**config.mk**
```make
export PLATFORM = sky130hd
export DESIGN_NAME = i2c_target_byte_receiver
export DESIGN_NICKNAME = d
export VERILOG_FILES = /design/src/design/i2c_rx_pkg.sv /design/src/design/i2c_target_byte_receiver.sv
export SDC_FILE = /design/constraint.sdc
export NUM_CORES = 1
export LEC_CHECK = 0
export ABC_AREA = 1
export BUFFER_PORTS_ARGS = -buffer_cell sky130_fd_sc_hd__buf_2
export CORE_MARGIN = 4
export CORE_UTILIZATION = 48
export CTS_BUF_LIST = sky130_fd_sc_hd__clkbuf_8
export CTS_CLUSTER_DIAMETER = 200
export DETAILED_ROUTE_END_ITERATION = 10
export HOLD_SLACK_MARGIN = 0.02
export MAX_ROUTING_LAYER = met4
export PLACE_DENSITY = 0.78
export REMOVE_ABC_BUFFERS = 1
export SYNTH_ARGS = -nofsm -noshare
export SYNTH_HDL_FRONTEND = slang
export SYNTH_SLANG_ARGS = --single-unit
```
**constraint.sdc**
```tcl
create_clock -name clk -period 1.6 [get_ports clk]
set_input_delay 0.32 -clock clk [delete_from_list [all_inputs] [get_ports clk]]
set_output_delay 0.32 -clock clk [all_outputs]
set_load 0.01 [all_outputs]
```
**src/design/i2c_rx_pkg.sv**
```systemverilog
`timescale 1ns / 1ps
`default_nettype none

package i2c_rx_pkg;

	localparam int unsigned PADDR_W   = 3;
	localparam int unsigned PDATA_W   = 32;
	localparam int unsigned BYTE_W    = 8;
	localparam int unsigned BIT_IDX_W = 4;

	localparam logic [PADDR_W-1:0] REG_BYTES_EXPECTED = 3'd0;
	localparam logic [BYTE_W-1:0]  BYTES_EXPECTED_RST = 8'd1;

	typedef enum logic [2:0] {
		PH_IDLE     = 3'd0,
		PH_ARMED    = 3'd1,
		PH_STARTED  = 3'd2,
		PH_RECV     = 3'd3,
		PH_ACK_LOW  = 3'd4,
		PH_ACK_HIGH = 3'd5
	} phase_t;

	typedef struct packed {
		logic scl_level;
		logic sda_level;
	} sample_t;

	typedef struct packed {
		logic              sda_pull_low;
		logic              byte_valid;
		logic [BYTE_W-1:0] received_byte;
		logic              last_byte;
		logic              bus_error;
	} result_t;

endpackage

`default_nettype wire

```
**src/design/i2c_target_byte_receiver.sv**
```systemverilog
`timescale 1ns / 1ps
`default_nettype none

// Channel   Direction  Handshake                     Payload
// sample    in         sample_valid / sample_stall   sample_t (scl_level, sda_level)
// result    out        result_valid / result_stall   result_t (one per sample)
// config    in         APB psel/penable/pwrite       bytes_expected at address 0
//
// A new sample is taken every cycle while sample_stall is low.
// The bus state machine advances at the clock edge that accepts a sample.
// Results go to an output register backed by one skid register, so sample_stall
// rises only after the output has been stalled while holding two results.
// Reset puts the receiver in the wait-for-start state with bytes_expected at 1.

module i2c_target_byte_receiver (
	input  wire                               clk,
	input  wire                               arst_n,
	input  wire                               sample_valid,
	output logic                              sample_stall,
	input  i2c_rx_pkg::sample_t               sample,
	output logic                              result_valid,
	input  wire                               result_stall,
	output i2c_rx_pkg::result_t               result,
	input  wire                               psel,
	input  wire                               penable,
	input  wire                               pwrite,
	input  wire  [i2c_rx_pkg::PADDR_W-1:0]    paddr,
	input  wire  [i2c_rx_pkg::PDATA_W-1:0]    pwdata,
	output logic [i2c_rx_pkg::PDATA_W-1:0]    prdata,
	output logic                              pready
);
	import i2c_rx_pkg::*;

	logic [BYTE_W-1:0]    bytes_expected_q;
	phase_t               phase_q, phase_d;
	logic [BIT_IDX_W-1:0] bit_index_q, bit_index_d;
	logic [BYTE_W-1:0]    shift_value_q, shift_value_d;
	logic                 held_bit_q, held_bit_d;
	logic                 bit_sampled_q, bit_sampled_d;
	logic [BYTE_W-1:0]    bytes_left_q, bytes_left_d;

	result_t              res_d;
	result_t              out_q, skid_q;
	logic                 out_valid_q, skid_valid_q;
	logic                 accept, out_free;

	logic                 scl, sda;
	logic                 fall_done;
	logic                 ack_done;
	logic [BYTE_W-1:0]    left_dec;
	logic [BIT_IDX_W-1:0] idx_inc;

	assign scl = sample.scl_level;
	assign sda = sample.sda_level;

	assign pready = 1'b1;
	always_comb begin
		prdata = '0;
		if (paddr == REG_BYTES_EXPECTED) begin
			prdata[BYTE_W-1:0] = bytes_expected_q;
		end
	end

	always_ff @(posedge clk or negedge arst_n) begin
		if (!arst_n) begin
			bytes_expected_q <= BYTES_EXPECTED_RST;
		end else if (psel && penable && pwrite && pready && paddr == REG_BYTES_EXPECTED) begin
			bytes_expected_q <= pwdata[BYTE_W-1:0];
		end
	end

	assign idx_inc   = bit_index_q + BIT_IDX_W'(1);
	assign left_dec  = bytes_left_q - BYTE_W'(1);
	assign fall_done = (phase_q == PH_RECV) && bit_sampled_q && !scl;
	assign ack_done  = (phase_q == PH_ACK_HIGH) && !scl;

	always_comb begin
		phase_d = phase_q;
		case (phase_q)
			PH_IDLE: begin
				phase_d = (scl && sda) ? PH_ARMED : PH_IDLE;
			end
			PH_ARMED: begin
				if (!scl) begin
					phase_d = PH_IDLE;
				end else if (!sda) begin
					phase_d = PH_STARTED;
				end
			end
			PH_STARTED: begin
				if (!scl) begin
					phase_d = (bytes_expected_q == '0) ? PH_IDLE : PH_RECV;
				end
			end
			PH_RECV: begin
				if (bit_sampled_q && scl && !held_bit_q && sda) begin
					phase_d = PH_IDLE;
				end else if (fall_done && idx_inc[BIT_IDX_W-1]) begin
					phase_d = PH_ACK_LOW;
				end
			end
			PH_ACK_LOW: begin
				if (scl) begin
					phase_d = PH_ACK_HIGH;
				end
			end
			PH_ACK_HIGH: begin
				if (!scl) begin
					phase_d = (left_dec == '0) ? PH_IDLE : PH_RECV;
				end
			end
			default: begin
				phase_d = (scl && sda) ? PH_ARMED : PH_IDLE;
			end
		endcase
	end

	always_comb begin
		bit_index_d   = bit_index_q;
		shift_value_d = shift_value_q;
		held_bit_d    = held_bit_q;
		bit_sampled_d = bit_sampled_q;
		bytes_left_d  = bytes_left_q;
		res_d         = '0;
		case (phase_q)
			PH_STARTED: begin
				if (!scl) begin
					bytes_left_d  = bytes_expected_q;
					bit_index_d   = '0;
					shift_value_d = '0;
					bit_sampled_d = 1'b0;
					held_bit_d    = 1'b0;
				end
			end
			PH_RECV: begin
				if (!bit_sampled_q) begin
					if (scl) begin
						held_bit_d    = sda;
						shift_value_d = {shift_value_q[BYTE_W-2:0], sda};
						bit_sampled_d = 1'b1;
					end
				end else if (scl) begin
					if (!held_bit_q && sda) begin
						res_d.bus_error = 1'b1;
						bit_sampled_d   = 1'b0;
					end
				end else begin
					bit_sampled_d = 1'b0;
					bit_index_d   = idx_inc;
				end
			end
			PH_ACK_HIGH: begin
				if (ack_done) begin
					res_d.byte_valid    = 1'b1;
					res_d.received_byte = shift_value_q;
					res_d.last_byte     = (left_dec == '0);
					bytes_left_d        = left_dec;
					bit_index_d         = '0;
					shift_value_d       = '0;
					bit_sampled_d       = 1'b0;
				end
			end
			default: begin
			end
		endcase
		res_d.sda_pull_low = (phase_d == PH_ACK_LOW) || (phase_d == PH_ACK_HIGH);
	end

	assign sample_stall = skid_valid_q;
	assign accept       = sample_valid && !sample_stall;
	assign out_free     = !out_valid_q || !result_stall;

	always_ff @(posedge clk or negedge arst_n) begin
		if (!arst_n) begin
			phase_q       <= PH_IDLE;
			bit_index_q   <= '0;
			shift_value_q <= '0;
			held_bit_q    <= 1'b0;
			bit_sampled_q <= 1'b0;
			bytes_left_q  <= '0;
		end else if (accept) begin
			phase_q       <= phase_d;
			bit_index_q   <= bit_index_d;
			shift_value_q <= shift_value_d;
			held_bit_q    <= held_bit_d;
			bit_sampled_q <= bit_sampled_d;
			bytes_left_q  <= bytes_left_d;
		end
	end

	always_ff @(posedge clk or negedge arst_n) begin
		if (!arst_n) begin
			out_valid_q  <= 1'b0;
			skid_valid_q <= 1'b0;
		end else begin
			if (out_free) begin
				out_valid_q  <= skid_valid_q || accept;
				skid_valid_q <= 1'b0;
			end else if (accept) begin
				skid_valid_q <= 1'b1;
			end
		end
	end

	always_ff @(posedge clk) begin
		if (out_free) begin
			if (skid_valid_q) begin
				out_q <= skid_q;
			end else if (accept) begin
				out_q <= res_d;
			end
		end else if (accept) begin
			skid_q <= res_d;
		end
	end

	assign result_valid = out_valid_q;
	assign result       = out_q;

`ifndef SYNTH
	a_skid_needs_out: assert property (@(posedge clk) disable iff (!arst_n)
		skid_valid_q |-> out_valid_q)
		else $error("skid register holds a result while the output register is empty");

	a_sampled_only_in_recv: assert property (@(posedge clk) disable iff (!arst_n)
		bit_sampled_q |-> (phase_q == PH_RECV))
		else $error("bit sampled flag set outside of byte reception");

	a_bit_index_range: assert property (@(posedge clk) disable iff (!arst_n)
		bit_index_q <= 4'd8)
		else $error("bit index ran past eight");

	a_bytes_left_nonzero: assert property (@(posedge clk) disable iff (!arst_n)
		(phase_q == PH_RECV || phase_q == PH_ACK_LOW || phase_q == PH_ACK_HIGH)
		|-> (bytes_left_q != '0))
		else $error("transfer active with no bytes left");

	a_byte_and_error_exclusive: assert property (@(posedge clk) disable iff (!arst_n)
		out_valid_q |-> !(out_q.byte_valid && out_q.bus_error))
		else $error("byte presented together with a bus error");
`endif

endmodule

`default_nettype wire
```
=== After elaboration in Yosys (flattened, before gate mapping) ===
Cells that the tools add are included.

* Bits in registers: 59
* Latch bits: 0
* Memory bits (writable): 0
* Memory bits (read-only): 0
* Input bits: 44
* Memories: 0

* Add/sub/neg operators: 2
* Multipliers: 0
* Div/mod/pow operators: 0
* Magnitude comparators: 0
* Eq/ne operators: 13
* Shift-type cells: 0
* Mux-type cells: 45
* Bitwise gates (word level): 1
* Reduce and logical (&&, ||, !) cells: 36

{| class="wikitable"
|+ Operator list
! operator !! count
|-
| $mux W8 || 7
|-
| $mux W12 || 2
|-
| $pmux W8 S3 || 1
|-
| $mux W3 || 7
|-
| $mux W10 || 2
|-
| $logic_not A8 Y1 || 2
|-
| $mux W4 || 4
|-
| $pmux W8 S2 || 1
|-
| $mux W1 || 15
|-
| $pmux W3 S5 || 1
|-
| $logic_and A1 B1 Y1 || 13
|-
| $eq A3 B3 Y1 const B || 4
|-
| $ne A2 B2 Y1 const B || 6
|-
| $pmux W4 S3 || 1
|-
| $reduce_and A6 Y1 || 2
|-
| $reduce_and A4 Y1 || 2
|-
| $reduce_bool A2 Y1 || 4
|-
| $sub A8 B1 Y8 const B || 1
|-
| $eq A3 B2 Y1 const B || 2
|-
| $logic_not A1 Y1 || 5
|-
| $reduce_and A5 Y1 || 1
|-
| $add A4 B1 Y4 const B || 1
|-
| $mux W2 || 2
|-
| $reduce_and A2 Y1 || 2
|-
| 7 further kinds || 9
|}

=== Logic depth before layout (Yosys ltp) ===
Gate-level depths: netlist (run 1).

* Depth after elaboration: 11
* Depth in mapped cells: 13
* Mapped depth without buffers: 13

=== Worst setup path after synthesis (run 1) ===
Ideal clock, no wire load.

* Path type: register -> register
* Start: reg bytes_left_q[0]
* End: reg out_q (netlist bit result[1]), data pin
* Setup time: 260 ps
* Arrival time: 1,374 ps
* Data required time: 1,340 ps
* Setup slack: -34 ps
* Cell stages (with the launch flop): 9
* Clock period less this slack: 1,634 ps
* Path through: dfrtp_1 > inv_1 > ha_1 > nand3_1 > xor2_1 > nor2_1 > nand3_1 > nor2_1 > mux2_2

{| class="wikitable"
|+ RTL lines
! element !! line !! RTL
|-
| start, declared || i2c_target_byte_receiver.sv:40 || <nowiki>logic [BYTE_W-1:0] bytes_left_q, bytes_left_d;</nowiki>
|-
| start signal, assigned || i2c_target_byte_receiver.sv:187 || <nowiki>bytes_left_q <= bytes_left_d;</nowiki>
|-
| end signal, assigned || i2c_target_byte_receiver.sv:208 || <nowiki>out_q <= skid_q;</nowiki>
|-
| end signal, assigned || i2c_target_byte_receiver.sv:210 || <nowiki>out_q <= res_d;</nowiki>
|-
| end, declared || i2c_target_byte_receiver.sv:43 || <nowiki>result_t out_q, skid_q;</nowiki>
|}

=== Final worst setup path (run 1) ===
* Start: reg bytes_left_q[0]
* End: reg phase_q[0]

* Cells in the longest elaborated chain, start to end: 5

{| class="wikitable"
|+ RTL lines
! element !! line !! RTL
|-
| $sub A8 B1 Y8 || i2c_target_byte_receiver.sv:73 || <nowiki>assign left_dec = bytes_left_q - BYTE_W'(1);</nowiki>
|-
| $logic_not A8 Y1 || i2c_target_byte_receiver.sv:109 || <nowiki>phase_d = (left_dec == '0) ? PH_IDLE : PH_RECV;</nowiki>
|-
| $mux W2 || i2c_target_byte_receiver.sv:109 ||
|-
| $mux W3 || i2c_target_byte_receiver.sv:108 || <nowiki>if (!scl) begin</nowiki>
|-
| $pmux W3 S5 || i2c_target_byte_receiver.sv:79 || <nowiki>case (phase_q)</nowiki>
|-
| end signal, assigned || i2c_target_byte_receiver.sv:182 || <nowiki>phase_q <= phase_d;</nowiki>
|-
| end, declared || i2c_target_byte_receiver.sv:35 || <nowiki>phase_t phase_q, phase_d;</nowiki>
|}

No other way between the ends.
A chain may end at the register's enable or synchronous reset.

==> results of run 1 <==
-- power breakdown --
group / switching [mW] / internal [mW]
Combinational: 1.05 / 0.649
Clock: 0.582 / 1.02
Sequential: 0.216 / 1.88
Total: 1.85 / 3.55
-- critical path, delay by kind of cell, from the launching register on --
| family | cells | cell delay, ns |
|---|---|---|
| flip-flops | 1 | 0.39 |
| buffers and inverters | 4 | 0.42 |
| AO/OA/AOI/OAI | 1 | 0.15 |
| AND/OR/NAND/NOR | 7 | 0.59 |
-- Yosys cell counts (2+ instances only) --
cell type	instances	area share (%)
nor2_2	5	1.0
nand4_1	3	0.61
inv_2	8	0.98
o21ai_1	10	1.6
ha_1	3	1.2
buf_4	25	6.1
o211ai_1	3	0.73
nand2_2	3	0.61
o22ai_1	7	1.4
nor2_1	41	5.0
edfxtp_1	24	24
inv_1	42	5.1
xor2_1	3	0.86
nor3_1	3	0.49
nand3_1	18	2.9
buf_2	2	0.33
dfrtp_1	34	28
a21oi_1	7	1.1
conb_1	2	0.24
clkbuf_1	4	0.49
o21ai_0	21	3.4
nand2_1	80	9.8
-- kinds of logic after synthesis --
kind of cell | Yosys count | synth area share (%)
muxes | 1 | 0.3673
adders and majority gates | 3 | 1.225
and+or+nand+nor | 159 | 22.98
DFF | 59 | 52.12
xor gates and xnor gates | 3 | 0.8573
other | 2 | 0.2450
AOI/OAI and AO/OA | 49 | 8.775
buffers and inverters | 82 | 13.43
-- worst paths after layout --
kind	start	end	slack [ns]
setup / recovery	bytes_left_q[0]$_DFFE_PN0P_	phase_q[0]$_DFFE_PN0P_	-0.05
hold / removal	pwdata[6]	bytes_expected_q[6]$_DFFE_PN0P_	0.19
setup reg to reg	bytes_left_q[0]$_DFFE_PN0P_	phase_q[0]$_DFFE_PN0P_	-0.05
hold reg to reg	bit_index_q[2]$_DFFE_PN0P_	bit_index_q[2]$_DFFE_PN0P_	0.48
max in group asynchronous	arst_n	bytes_expected_q[0]$_DFFE_PN1P_	0.72
min in group asynchronous	arst_n	bit_index_q[0]$_DFFE_PN0P_	0.55
-- final cells by class --
cell class / instances / area share [%]
Clock inverter: 7 / 2.886
Tap cell: 75 / 2.488
Timing Repair Buffer: 64 / 10.61
Multi-Input combinational cell: 240 / 33.27
Sequential cell: 59 / 42.35
Clock buffer: 9 / 3.284
Inverter: 50 / 5.108
-- registers in the layout, summed over array words and instances, names as in the netlist --
signal / cells
bit_index_q: 4
bytes_left_q: 8
skid_q: 12
result_valid: 1
bytes_expected_q: 8
bit_sampled_q: 1
sample_stall: 1
held_bit_q: 1
phase_q: 3
shift_value_q: 8
result: 12
-- stage by stage --
| stage | hold WS [ns] | cell area [um^2] |
|---|---|---|
| 2_1_floorplan | 0.02441 | 2928 |
| 3_3_place_gp | 0.3798 | 3354 |
| 3_5_place_dp | 0.3840 | 3354 |
| 4_1_cts | 0.1796 | 3630 |
| 5_1_grt | 0.1882 | 3772 |
| 6_report | 0.1912 | 3772 |
-- per-layer routing --
metal	share of wire (%)	track usage, %	wire length (um)
met1	43	18.40	2648
met2	50	27.47	3043
met4	1.7	8.926	103
met5	0	-	0
met3	5.6	3.481	347
-- timing repair --
item	CTS	global route
setup buffers	1	4
gates resized for setup	9	30
hold buffers	1	0
hold endpoints to repair	8	0
endpoints found under the setup margin	5	18
pin swaps	7	11
==> impl_metrics.csv, run 1 <==
group,metric,value,unit
worst_setup_path,rr_worst_depth,12,
cts,cts_tree,"yes",
global_route,grt_pass1_wl,9549,um
routing,drt_drc_violations_left,0,
timing,tns,-0.1323,ns
cts,htreeDepth,3,
routing,dr.pass1.iters,4,
synthesis,yosys_warnings,0,
worst_setup_path,critPathLaunchType,"register",
layout,n_fill_cell,503,
synthesis,ys.flop_type,"dfrtp_1",
synthesis,synth-edff-count,24,
worst_setup_path,crit_fanout,5,
layout,utilization,62.24,%
timing,setup_ws,-0.05063,ns
layout,drive_gt1_share,29.60,%
power_and_ir_drop,ir_drop,0.7006,mV
worst_setup_path,arrival,1.88,ns
routing,ant_nets,0,
worst_hold_path,hold_path_class,"in2reg",
timing,skew,0.003640,ns
layout,area_growth_syn_to_layout,23.06,%
synthesis,netlist_area,3065,um^2
layout,final_common_cell,"nand2_1",
timing,setup_violations,3,
global_route,grtUsageTotal,16.48,%
power_and_ir_drop,p_leak,1.784,nW
layout,n_antenna_cell,0,
layout,layout_common_cells,"nand2_1 (73), buf_2 (41), inv_1 (38), nor2_1 (35), dfrtp_1 (34)",
worst_setup_path,critPathRequiredTime,1.83,ns
worst_setup_path,path_class,"reg2reg",
layout,final_nets,471,
cts,cts.sinks,59,
placement,routabilityCongestion,0.8371,
timing,hold_viol,0,
worst_hold_path,hold_depth,3,
die,io-pin-count,91,
global_route,antenna_found_initial,0,
cts,numCtsBuffers,9,
synthesis,synthArstFlopShare,59.32,%
worst_setup_path,worst_path_largest_cell_delay,0.39,ns
routing,num_vias,2419,
placement,portBuffers,41,
layout,final_cells,504,
timing,fmax,605.8,MHz
die,core_area,6061,um^2
routing,drtIter0Drc,119,
routing,drt-wirelength-per-cell,12.19,um
synthesis,ys_ff_latch,59,
worst_setup_path,cp-end-kind,"register",
routing,viasPerCell,4.800,
routing,wl,6143,um
die,rows,28,
die,die_w,87.92,um
run,max_cap_violations,0,
cts,clkTransAtPathRegs,0.07,ns
die,start_util,50.58,%
worst_setup_path,path_cells,"inv_2 > buf_4 > nand2_2 > o21ai_1 > nand2_1 > nor2_1 > nand3_2 > buf_6 > nand2_2 > nand4_1 > nand2_1 > inv_1",
global_route,grt_pass1_vias,2340,
synthesis,avgSynthCellArea,8.563,um^2
cts,cts_buffer_depth,2,
power_and_ir_drop,total_power,5.400,mW
timing,slew_viol_final,0,
cts,clk_latency,0.33,ns
synthesis,yosysUniqueCellTypes,32,
global_route,grt.overflow.total,0,
worst_setup_path,slowest_stage,"dfrtp_1",
die,die_area,7729,um^2
placement,numPlacedInstances,482,
synthesis,ys_seq_area_share,52.12,%
timing,period_share,103.2,%
die,die_h,87.92,um
timing,period_needed,1.651,ns
run_status,violations,"setup timing",
global_route,grt_max_degree,36,
placement,place_ws,-0.09931,ns
timing,rsz0062_at_grt,"true",
synthesis,synth_cells,358,
power_and_ir_drop,powerDensity,1431,nW/um^2
layout,multi_input_area,1255,um^2
cts,cts_root_buffer,"clkbuf_8",
placement,dp_hpwl,4254,um
layout,regArea,1598,um^2
run_status,status,"finished with violations",
(Power assumes the default switching activity.)
==> inputs of run 2 (changes only) <==
--- a/config.mk
+++ b/config.mk
@@ -8,13 +8,13 @@
 export ABC_AREA = 1
 export BUFFER_PORTS_ARGS = -buffer_cell sky130_fd_sc_hd__buf_2
 export CORE_MARGIN = 4
-export CORE_UTILIZATION = 48
+export CORE_UTILIZATION = 53
 export CTS_BUF_LIST = sky130_fd_sc_hd__clkbuf_8
 export CTS_CLUSTER_DIAMETER = 200
 export DETAILED_ROUTE_END_ITERATION = 10
 export HOLD_SLACK_MARGIN = 0.02
 export MAX_ROUTING_LAYER = met4
-export PLACE_DENSITY = 0.78
+export PLACE_DENSITY = 0.82
 export REMOVE_ABC_BUFFERS = 1
 export SYNTH_ARGS = -nofsm -noshare
 export SYNTH_HDL_FRONTEND = slang
==> constraint.sdc (replaced) <==
create_clock -name clk -period 1.7 [get_ports clk]
set_input_delay 0.34 -clock clk [delete_from_list [all_inputs] [get_ports clk]]
set_output_delay 0.34 -clock clk [all_outputs]
set_load 0.01 [all_outputs]
==> run 2 against run 1 <==
Effect of this change: largest cell class unchanged; routed wire length is 1.0% higher; die area shrank 8.6%; sequential power fell by 6%; combinational power is 10% lower; flip-flop and latch count is the same; setup slack improved by 0.093 ns; total power fell by 12%; clock-buffer cell count unchanged; the flow now finishes without violations; highest routed layer unchanged; cell area shrank 4.2%; clock skew is 0.0036 ns higher.
==> impl_metrics.csv, run 2 (synthesized netlist as in run 1, its figures left out) <==
group,metric,value,unit
placement,routabilityCongestion,0.8801,
routing,wl,6205,um
run,max_cap_violations,0,
timing,hold_viol,0,
global_route,antenna_found_initial,0,
timing,fmax,603.3,MHz
cts,htreeDepth,3,
routing,top_layer,"met4",
routing,drt_drc_violations_left,0,
worst_setup_path,crit_fanout,3,
worst_setup_path,crit_buf_inv,2,
worst_setup_path,slowest_stage,"dfrtp_1",
placement,dp_hpwl,4429,um
die,start_util,54.99,%
die,die_w,84.05,um
worst_setup_path,critPathRequiredTime,1.80,ns
cts,ctsHoldBuffers,0,
worst_setup_path,path_cells,"inv_2 > ha_4 > nand2_2 > inv_2 > nand3_1 > nand2_1 > nand2_1 > nor2_2 > nand3_2 > nor2_2 > mux2_2",
timing,slew_viol_final,0,
die,die_area,7064,um^2
power_and_ir_drop,powerDensity,1310,nW/um^2
routing,drt-wirelength-per-cell,12.59,um
worst_setup_path,critPathLaunchType,"register",
routing,wl_met1,2534,um
worst_setup_path,r2r_end,"result[1]$_DFFE_PP_",
worst_setup_path,arrival,1.76,ns
cts,cts.sinks,59,
timing,period_needed,1.658,ns
timing,setup_ws,0.04235,ns
placement,place_area,3306,um^2
layout,final_common_cell,"nand2_1",
routing,viasPerCell,5.022,
layout,area_growth_syn_to_layout,17.84,%
die,core_area,5574,um^2
layout,final_nets,463,
global_route,grt_pass1_vias,2245,
power_and_ir_drop,p_leak,1.714,nW
timing,setup_violations,0,
cts,cts_root_buffer,"clkbuf_8",
worst_setup_path,cp_top_family,"simple AND/OR/NAND/NOR gates",
routing,wl_met3,407,um
routing,num_vias,2476,
worst_setup_path,cp-end-kind,"register",
routing,drtIter0Drc,140,
global_route,grt_max_degree,36,
worst_setup_path,rr_worst_depth,11,
worst_setup_path,worst_path_largest_cell_delay,0.39,ns
routing,dr_wl_met2,3112,um
cts,clkTransAtPathRegs,0.07,ns
layout,drive_gt1_share,27.79,%
layout,n_antenna_cell,0,
timing,rsz0062_at_grt,"true",
timing,period_share,97.51,%
die,die_h,84.05,um
layout,layout_common_cells,"nand2_1 (75), buf_2 (41), inv_1 (38), nor2_1 (34), dfrtp_1 (33)",
global_route,grtUsageTotal,18.37,%
placement,portBuffers,41,
routing,ant_nets,0,
run_status,status,"finished clean",
timing,skew,0.007271,ns
routing,dr.pass1.iters,4,
global_route,grt_pass1_wl,10020,um
die,rows,27,
die,io-pin-count,91,
placement,place_ws,-0.02800,ns
cts,clk_latency,0.35,ns
layout,fin_area,3612,um^2
global_route,grt.overflow.total,0,
cts,numCtsBuffers,9,
worst_setup_path,reg2reg_from,"bytes_left_q[1]$_DFFE_PN0P_",
power_and_ir_drop,ir_drop,0.6828,mV
cts,cts_buffer_depth,2,
cts,cts_tree,"yes",
worst_setup_path,reg2reg_slack,0.04,ns
worst_setup_path,path_class,"reg2reg",
worst_hold_path,hold_path_class,"in2async",
## run 2: changes by cell type in the layout (fill, tap and decap cells not counted), moves of 3 or more
| cell | change |
|---|---|
| clkinv_2 | +4 |
| inv_2 | -3 |
| buf_4 | -5 |
| nand2_2 | -3 |
## run 2: area by class of cell
type | instances | area [um^2]
clock buffer | 9 | 123.9
clock inverter | 7 | 68.82
fill | 450 | 1962
inverter | 50 | 191.4
multi-input combinational | 240 | 1217
sequential | 59 | 1599
tap | 72 | 90.09
timing repair buffer | 56 | 321.6
## run 2: repair_timing
action / 4_1_cts / 5_1_grt
buffers inserted: 1 / 3
setup endpoints to repair: 1 / 11
hold endpoints to repair: 0 / 0
pin swaps: 0 / 13
gates resized for setup: 2 / 27
## run 2: worst max-delay path by stage
stage | start | slack (ns) | cells after the start | endpoint
floorplan | sample_stall$_DFFE_PN0P_ | -0.16 | 3 | skid_q[0]$_DFFE_PP_
global placement | bytes_left_q[3]$_DFFE_PN0P_ | 0.04 | 9 | result[1]$_DFFE_PP_
detailed placement | bytes_left_q[3]$_DFFE_PN0P_ | -0.03 | 9 | result[1]$_DFFE_PP_
global route | bytes_left_q[1]$_DFFE_PN0P_ | -0.04 | 12 | phase_q[0]$_DFFE_PN0P_
finish | bytes_left_q[1]$_DFFE_PN0P_ | 0.04 | 11 | result[1]$_DFFE_PP_
CTS | bytes_left_q[1]$_DFFE_PN0P_ | 0.004 | 10 | result[1]$_DFFE_PP_
## run 2: stage by stage
step / total power, mW / cells / hold slack (ns) / TNS, ns / utilization [%]
final: 4.731 / 493 / 0.01011 / 0 / 64.80
after global routing: 5.046 / 493 / 0.05156 / -0.07695 / 64.80
after CTS: 4.490 / 490 / 0.02921 / 0 / 62.99
after detailed placement: 3.217 / 473 / 0.4050 / -0.02800 / 59.30
after global placement: 3.149 / 473 / 0.3919 / 0 / 59.30
after floorplan: 2.856 / 349 / 0.04441 / -2.779 / -
## run 2: report_power, final
group | internal (mW) | switching (mW)
Clock | 0.669 | 0.559
Combinational | 0.568 | 0.963
Sequential | 1.78 | 0.196
## run 2: metal layers
| layer | up-vias | global-route usage (%) |
|---|---|---|
| met4 | 0 | 8.333 |
| met3 | 16 | 5.035 |
| met1 | 1155 | 21.86 |
| met5 | - | - |
| met2 | 93 | 29.05 |
| li1 | 1212 | - |
